## src/rtl/masked_lut_recolor_pixel_defines.svh

```systemverilog
// Assertion macros shared by the recolor pipeline modules.
`ifndef MASKED_LUT_RECOLOR_PIXEL_DEFINES_SVH
`define MASKED_LUT_RECOLOR_PIXEL_DEFINES_SVH

// Checks that pre implies post in the same cycle.
`define MLRP_ASSERT_NOW(label, pre, post, msg) \
  label: assert property (@(posedge clk_i) disable iff (!rst_ni) (pre) |-> (post)) \
    else $error(msg);

// Checks that pre implies post in the next cycle.
`define MLRP_ASSERT_NEXT(label, pre, post, msg) \
  label: assert property (@(posedge clk_i) disable iff (!rst_ni) (pre) |=> (post)) \
    else $error(msg);

`endif

```

## src/rtl/mlrp_pkg.sv

```systemverilog
// Types and constants of the masked lookup table recolor block.
`default_nettype none

package mlrp_pkg;

  localparam int unsigned NUM_CH = 3;

  // Division by 3, 255 and 100 through a reciprocal multiply and a shift.
  localparam logic [9:0]  DIV3_MUL     = 10'd683;
  localparam int unsigned DIV3_SHIFT   = 11;
  localparam logic [15:0] DIV255_MUL   = 16'd32897;
  localparam int unsigned DIV255_SHIFT = 23;
  localparam logic [12:0] DIV100_MUL   = 13'd5243;
  localparam int unsigned DIV100_SHIFT = 19;

  localparam logic [7:0] COLOR_MAX    = 8'd255;
  localparam logic [6:0] STRENGTH_MAX = 7'd100;
  localparam logic [6:0] STRENGTH_RST = 7'd100;

  typedef enum logic [2:0] {
    CFG_REGION_TOP    = 3'd0,
    CFG_REGION_BOTTOM = 3'd1,
    CFG_REGION_LEFT   = 3'd2,
    CFG_REGION_RIGHT  = 3'd3,
    CFG_STRENGTH      = 3'd4
  } cfg_idx_e;

  typedef enum logic {
    KIND_LOAD  = 1'b0,
    KIND_PIXEL = 1'b1
  } kind_e;

  // Channel 0 is blue, 1 green, 2 red, matching the table entry layout.
  typedef logic [NUM_CH-1:0][7:0] color_t;

  typedef struct packed {
    color_t     color;
    logic [7:0] alpha;
    logic [7:0] gray;
    logic       in_region;
  } pix_t;

endpackage

`default_nettype wire

```

## src/rtl/mlrp_color_pipe.sv

```systemverilog
// Alpha blend and strength mix pipeline behind the table read.
`default_nettype none

`include "masked_lut_recolor_pixel_defines.svh"

module mlrp_color_pipe
  import mlrp_pkg::*;
(
  input  wire logic       clk_i,
  input  wire logic       rst_ni,
  input  wire logic       valid_i,
  output logic            ready_o,
  input  wire pix_t       pix_i,
  input  wire logic [23:0] entry_i,
  input  wire logic [6:0] strength_i,
  output logic            out_valid_o,
  input  wire logic       out_stall_i,
  output color_t          out_color_o,
  output logic [7:0]      out_alpha_o,
  output logic            out_recolored_o
);

  // Each stage loads when it is empty or its content moves on.
  logic ld2, ld3, ld4, ld_out;

  logic s2_valid_q, s3_valid_q, s4_valid_q, out_valid_q;
  pix_t s2_pix_q, s3_pix_q, s4_pix_q;

  logic [NUM_CH-1:0][15:0] s2_keep_q, s2_tab_q;
  logic [NUM_CH-1:0][15:0] s2_keep_d, s2_tab_d;
  color_t                  s3_blend_q, s3_blend_d;
  logic [NUM_CH-1:0][14:0] s4_mix_q, s4_orig_q;
  logic [NUM_CH-1:0][14:0] s4_mix_d, s4_orig_d;
  color_t                  out_color_q, out_color_d;
  logic [7:0]              out_alpha_q;
  logic                    out_recolored_q;

  logic [NUM_CH-1:0][16:0] blend_sum;
  logic [NUM_CH-1:0][33:0] blend_prod;
  logic [NUM_CH-1:0][10:0] blend_quo;
  logic [NUM_CH-1:0][15:0] mix_sum;
  logic [NUM_CH-1:0][29:0] mix_prod;

  assign ld_out  = !out_valid_q || !out_stall_i;
  assign ld4     = !s4_valid_q || ld_out;
  assign ld3     = !s3_valid_q || ld4;
  assign ld2     = !s2_valid_q || ld3;
  assign ready_o = ld2;

  always_comb begin
    for (int ch = 0; ch < NUM_CH; ch++) begin
      s2_keep_d[ch] = 16'(pix_i.color[ch]) * 16'(COLOR_MAX - pix_i.gray);
      s2_tab_d[ch]  = 16'(entry_i[8*ch +: 8]) * 16'(pix_i.gray);

      blend_sum[ch]  = 17'(s2_keep_q[ch]) + 17'(s2_tab_q[ch]);
      blend_prod[ch] = 34'(blend_sum[ch]) * 34'(DIV255_MUL);
      blend_quo[ch]  = blend_prod[ch][DIV255_SHIFT +: 11];
      s3_blend_d[ch] = (blend_quo[ch] > 11'(COLOR_MAX)) ? COLOR_MAX : blend_quo[ch][7:0];

      s4_mix_d[ch]  = 15'(s3_blend_q[ch]) * 15'(strength_i);
      s4_orig_d[ch] = 15'(s3_pix_q.color[ch]) * 15'(STRENGTH_MAX - strength_i);

      mix_sum[ch]     = 16'(s4_mix_q[ch]) + 16'(s4_orig_q[ch]);
      mix_prod[ch]    = 30'(mix_sum[ch]) * 30'(DIV100_MUL);
      out_color_d[ch] = s4_pix_q.in_region ? mix_prod[ch][DIV100_SHIFT +: 8]
                                           : s4_pix_q.color[ch];
    end
  end

  always_ff @(posedge clk_i or negedge rst_ni) begin
    if (!rst_ni) begin
      s2_valid_q  <= 1'b0;
      s3_valid_q  <= 1'b0;
      s4_valid_q  <= 1'b0;
      out_valid_q <= 1'b0;
    end else begin
      if (ld2) begin
        s2_valid_q <= valid_i;
      end
      if (ld3) begin
        s3_valid_q <= s2_valid_q;
      end
      if (ld4) begin
        s4_valid_q <= s3_valid_q;
      end
      if (ld_out) begin
        out_valid_q <= s4_valid_q;
      end
    end
  end

  always_ff @(posedge clk_i) begin
    if (ld2) begin
      s2_pix_q  <= pix_i;
      s2_keep_q <= s2_keep_d;
      s2_tab_q  <= s2_tab_d;
    end
    if (ld3) begin
      s3_pix_q   <= s2_pix_q;
      s3_blend_q <= s3_blend_d;
    end
    if (ld4) begin
      s4_pix_q  <= s3_pix_q;
      s4_mix_q  <= s4_mix_d;
      s4_orig_q <= s4_orig_d;
    end
    if (ld_out) begin
      out_color_q     <= out_color_d;
      out_alpha_q     <= s4_pix_q.alpha;
      out_recolored_q <= s4_pix_q.in_region;
    end
  end

  assign out_valid_o     = out_valid_q;
  assign out_color_o     = out_color_q;
  assign out_alpha_o     = out_alpha_q;
  assign out_recolored_o = out_recolored_q;

  `MLRP_ASSERT_NEXT(a_s4_hold, s4_valid_q && !ld4, s4_valid_q && $stable(s4_pix_q),
                    "stage 4 lost or changed a held transaction")
  `MLRP_ASSERT_NEXT(a_s3_to_s4, ld4 && s3_valid_q, s4_valid_q,
                    "transaction dropped between stage 3 and stage 4")
  `MLRP_ASSERT_NOW(a_full_when_busy, !ready_o,
                   s2_valid_q && s3_valid_q && s4_valid_q && out_valid_q,
                   "pipeline refused a transaction while a stage was empty")

endmodule

`default_nettype wire

```

## config.mk

```make
export PLATFORM = sky130hd
export DESIGN_NAME = mlrp_color_pipe
export DESIGN_NICKNAME = d
export VERILOG_FILES = /design/src/rtl/mlrp_pkg.sv /design/src/rtl/mlrp_color_pipe.sv
export VERILOG_INCLUDE_DIRS = /design/src /design/src/rtl
export SDC_FILE = /design/constraint.sdc
export NUM_CORES = 2
export LEC_CHECK = 0
export BUFFER_PORTS_ARGS = -buffer_cell sky130_fd_sc_hd__buf_2
export CAP_MARGIN = 20
export CELL_PAD_IN_SITES_DETAIL_PLACEMENT = 0
export CELL_PAD_IN_SITES_GLOBAL_PLACEMENT = 1
export CORE_AREA = 2 2 331 333
export CTS_BUF_LIST = sky130_fd_sc_hd__clkbuf_2
export CTS_CLUSTER_SIZE = 12
export DETAILED_ROUTE_END_ITERATION = 8
export DIE_AREA = 0 0 333 335
export HOLD_SLACK_MARGIN = 0.08
export PLACE_DENSITY = 0.8
export REMOVE_ABC_BUFFERS = 1
export SYNTH_ARGS = -nofsm -noshare
export SYNTH_HDL_FRONTEND = slang
export SYNTH_SLANG_ARGS = --single-unit
```

## constraint.sdc

```tcl
create_clock -name clk_i -period 8.55 [get_ports clk_i]
set_clock_uncertainty 0.05 [all_clocks]
set_input_delay 0.4275 -clock clk_i [delete_from_list [all_inputs] [get_ports clk_i]]
set_output_delay 0.4275 -clock clk_i [all_outputs]
set_load 0.01 [all_outputs]
```

==> reports/metrics.yaml <==
outcome: "completed"
layout_commonest_cell: "sky130_fd_sc_hd__inv_1"
peak_per_stage_delay_on_the_critical_path_ps: 550
wl_um: 112000
cts_inserted_buffers: 93
setup.worst_path.class: "flip-flop to flip-flop"
cts.repair.resized: 0
final-max-slew-violation-count: 0
clkSlewWorstSetupHoldPaths_ps: 110
dominantRegCellSynth: "sky130_fd_sc_hd__edfxtp_1"
die_area_mm2: 0.112
coreArea_mm2: 0.108
source_of_the_worst_hold_timing_path: "entry_i[14]"
timing.max_slew.rel_slack_pct: 33.2
max-cap-violations: 0
final_worst_path_period_share_pct: 91.1
synthesized_area_divided_by_synthesized_cell_count_um2: 10.1
yosys_register_bits: 346
yosysUniqueCellTypes: 83
grt-busiest-layer: "met2"
die_width_um: 333
edff_count_synth: 342
ys.warnings.count: 0
report.final.setup_viol: 0
syn-instance-count: 5300
synth_largest_area_cell: "sky130_fd_sc_hd__fa_1"
cts_tree: "yes"
worstPathRequired_ps: 9320
synth_async_sr_flop_share_pct: 1.16
drive_gt1_share_pct: 6.68
dr_total_vias: 36200
critical_path.reg2reg.startpoint: "s4_orig_q[1]"
dp_hpwl_um: 89600
data_arrival_critical_path_ps: 8560
cpMaxStageDelayCell: "sky130_fd_sc_hd__fa_1"
worst-slew-pin-transition_ps: 994
path_max_fanout: 4
clk_latency_ps: 1160
critical_path.endpoint_type: "flip-flop"
highest_count_cells_in_the_layout_ignoring_fill_and_taps: "sky130_fd_sc_hd__inv_1 (1062), sky130_fd_sc_hd__ha_1 (1000), sky130_fd_sc_hd__fa_1 (659)"
final_antenna_net_count: 0
cts_max_level: 3
wire_length_of_the_first_global_routing_pass_um: 192000
ioPinCount: 111
minimum_clock_period_after_layout_ps: 7790
first_global_vias: 38300
detail_route.iter0.violations: 1672
cts.root.buffer_cell: "sky130_fd_sc_hd__clkbuf_2"
area.growth.synth_to_final_pct: 7.85
global_route.usage.met3_pct: 2.21
clockBufferDepth: 3
timing.fmax_mhz: 128
wl_per_cell_um: 15.9
final_net_count: 7276
placement_rows: 121
synth_top_area_share_pct: 24.6
floorplan.initialDensity_pct: 49.6
number_of_sinks_on_the_clock_net: 346
grt_util_met1_pct: 29.1
cts_setup_buffers: 0
min_path_type: "input pin to flip-flop"
grt_setup_unrepaired: "no"
detail_route.vias_per_cell: 5.15
report.final.hold_viol_count: 0
gr-usage-all-layers_pct: 21.0
netlist_area_mm2: 0.0536
drc: 0
total_congestion_overflow: 0
cp-startpoint: "s4_orig_q[1]"
grt_max_degree: 69
setup_total_negative_slack_ps: 0
met2_usage_pct: 35.7
die_y_um: 335
ys_top_cells_by_area: "sky130_fd_sc_hd__fa_1 (25%), sky130_fd_sc_hd__ha_1 (23%), sky130_fd_sc_hd__edfxtp_1 (19%)"
placement.io_buffers: 110
grt_antenna_before_repair: 4
final_util_pct: 53.5
synth_seq_area_share_pct: 19.3
finalWeightedCongestion: 0.860
drt_first_pass_iters: 5
critPathLaunchType: "flip-flop"
fin_worst_hold_slack_ps: 281
[metrics by stage]
step | cell area, um^2 | cells | setup WS, ps
2_1_floorplan | 53300 | 5208 | 1350
3_3_place_gp | 55900 | 6768 | 862
3_5_place_dp | 55900 | 6768 | 787
4_1_cts | 57800 | 7027 | 766
5_1_grt | 57800 | 7029 | 241
6_report | 57800 | 7029 | 765
[path summary, 6_finish.rpt]
path                             endpoint  slack (ps)  cells after the start
min reg2reg                  s3_pix_q[36]         300                      0
max                        out_color_o[7]         760                     28
min                          s2_tab_q[31]         280                      6
max reg2reg                out_color_o[7]         760                     28
max in group asynchronous      s4_valid_q        7600                      4
min in group asynchronous      s2_valid_q         680                      4
[flip-flops by register name, indices dropped and copies added (netlist names), 8 cells and up]
register	flops
s3_blend_q	24
s4_mix_q	45
s3_pix_q	33
s2_tab_q	48
s2_keep_q	48
out_alpha_o	8
s4_orig_q	45
s2_pix_q	33
out_color_o	24
s4_pix_q	33
[cells in the mapped netlist (42+ instances only)]
cell type,number
sky130_fd_sc_hd__a21oi_1,148
sky130_fd_sc_hd__o21ai_0,85
sky130_fd_sc_hd__nor3_1,42
sky130_fd_sc_hd__nor2_1,162
sky130_fd_sc_hd__fa_1,659
sky130_fd_sc_hd__xnor2_1,212
sky130_fd_sc_hd__and2_1,300
sky130_fd_sc_hd__nand2b_1,121
sky130_fd_sc_hd__nand3_1,47
sky130_fd_sc_hd__nor2b_1,142
sky130_fd_sc_hd__nand2_1,366
sky130_fd_sc_hd__inv_1,1062
sky130_fd_sc_hd__clkbuf_1,82
sky130_fd_sc_hd__edfxtp_1,342
sky130_fd_sc_hd__xor2_1,74
sky130_fd_sc_hd__ha_1,1000
sky130_fd_sc_hd__a21o_1,84
[layer usage]
metal | wire (um) | vias up
li1 | - | 17700
met2 | 53200 | 491
met4 | 1680 | 2
met1 | 53300 | 17900
met3 | 3670 | 109
met5 | 13 | -
[critical path, delay by kind of cell, from the launching register on]
family,cells,cell delay [ps]
compound gates,9,1970
buf+inv,4,390
simple gates,5,1180
mux,1,260
fa+ha+maj,7,2890
xor+xnor,2,370
flops,1,410
[final cells by class]
cell class / count / area [um^2]
Fill cell: 9912 / 50300
Multi-Input combinational cell: 3799 / 39000
Sequential cell: 346 / 10400
Inverter: 1063 / 3990
Tap cell: 1414 / 1770
Timing Repair Buffer: 238 / 1740
Clock buffer: 127 / 636
Clock inverter: 40 / 348
Antenna cell: 2 / 5.00
[cell families (layout without fill, tap and decap cells)]
| family | after synthesis | count (layout) | synth area share, % |
|---|---|---|---|
| simple gates | 1263 | 1263 | 12.1 |
| buf+inv | 1155 | 1468 | 8.09 |
| xor+xnor | 293 | 293 | 4.88 |
| fa+ha+maj | 1659 | 1659 | 47.9 |
| flops | 346 | 346 | 19.3 |
| mux | 23 | 23 | 0.476 |
| compound gates | 561 | 561 | 7.16 |
| other cells | 0 | 2 | 0 |
[repair_timing]
| action | CTS | global route |
|---|---|---|
| hold buffers | 92 | 0 |
| hold endpoints to repair | 200 | 0 |
| endpoints found under the setup margin | 0 | 0 |
Power is left out: the tool's default activity adds up to more than one toggle a clock period on the data nets, which glitch-free logic cannot reach.
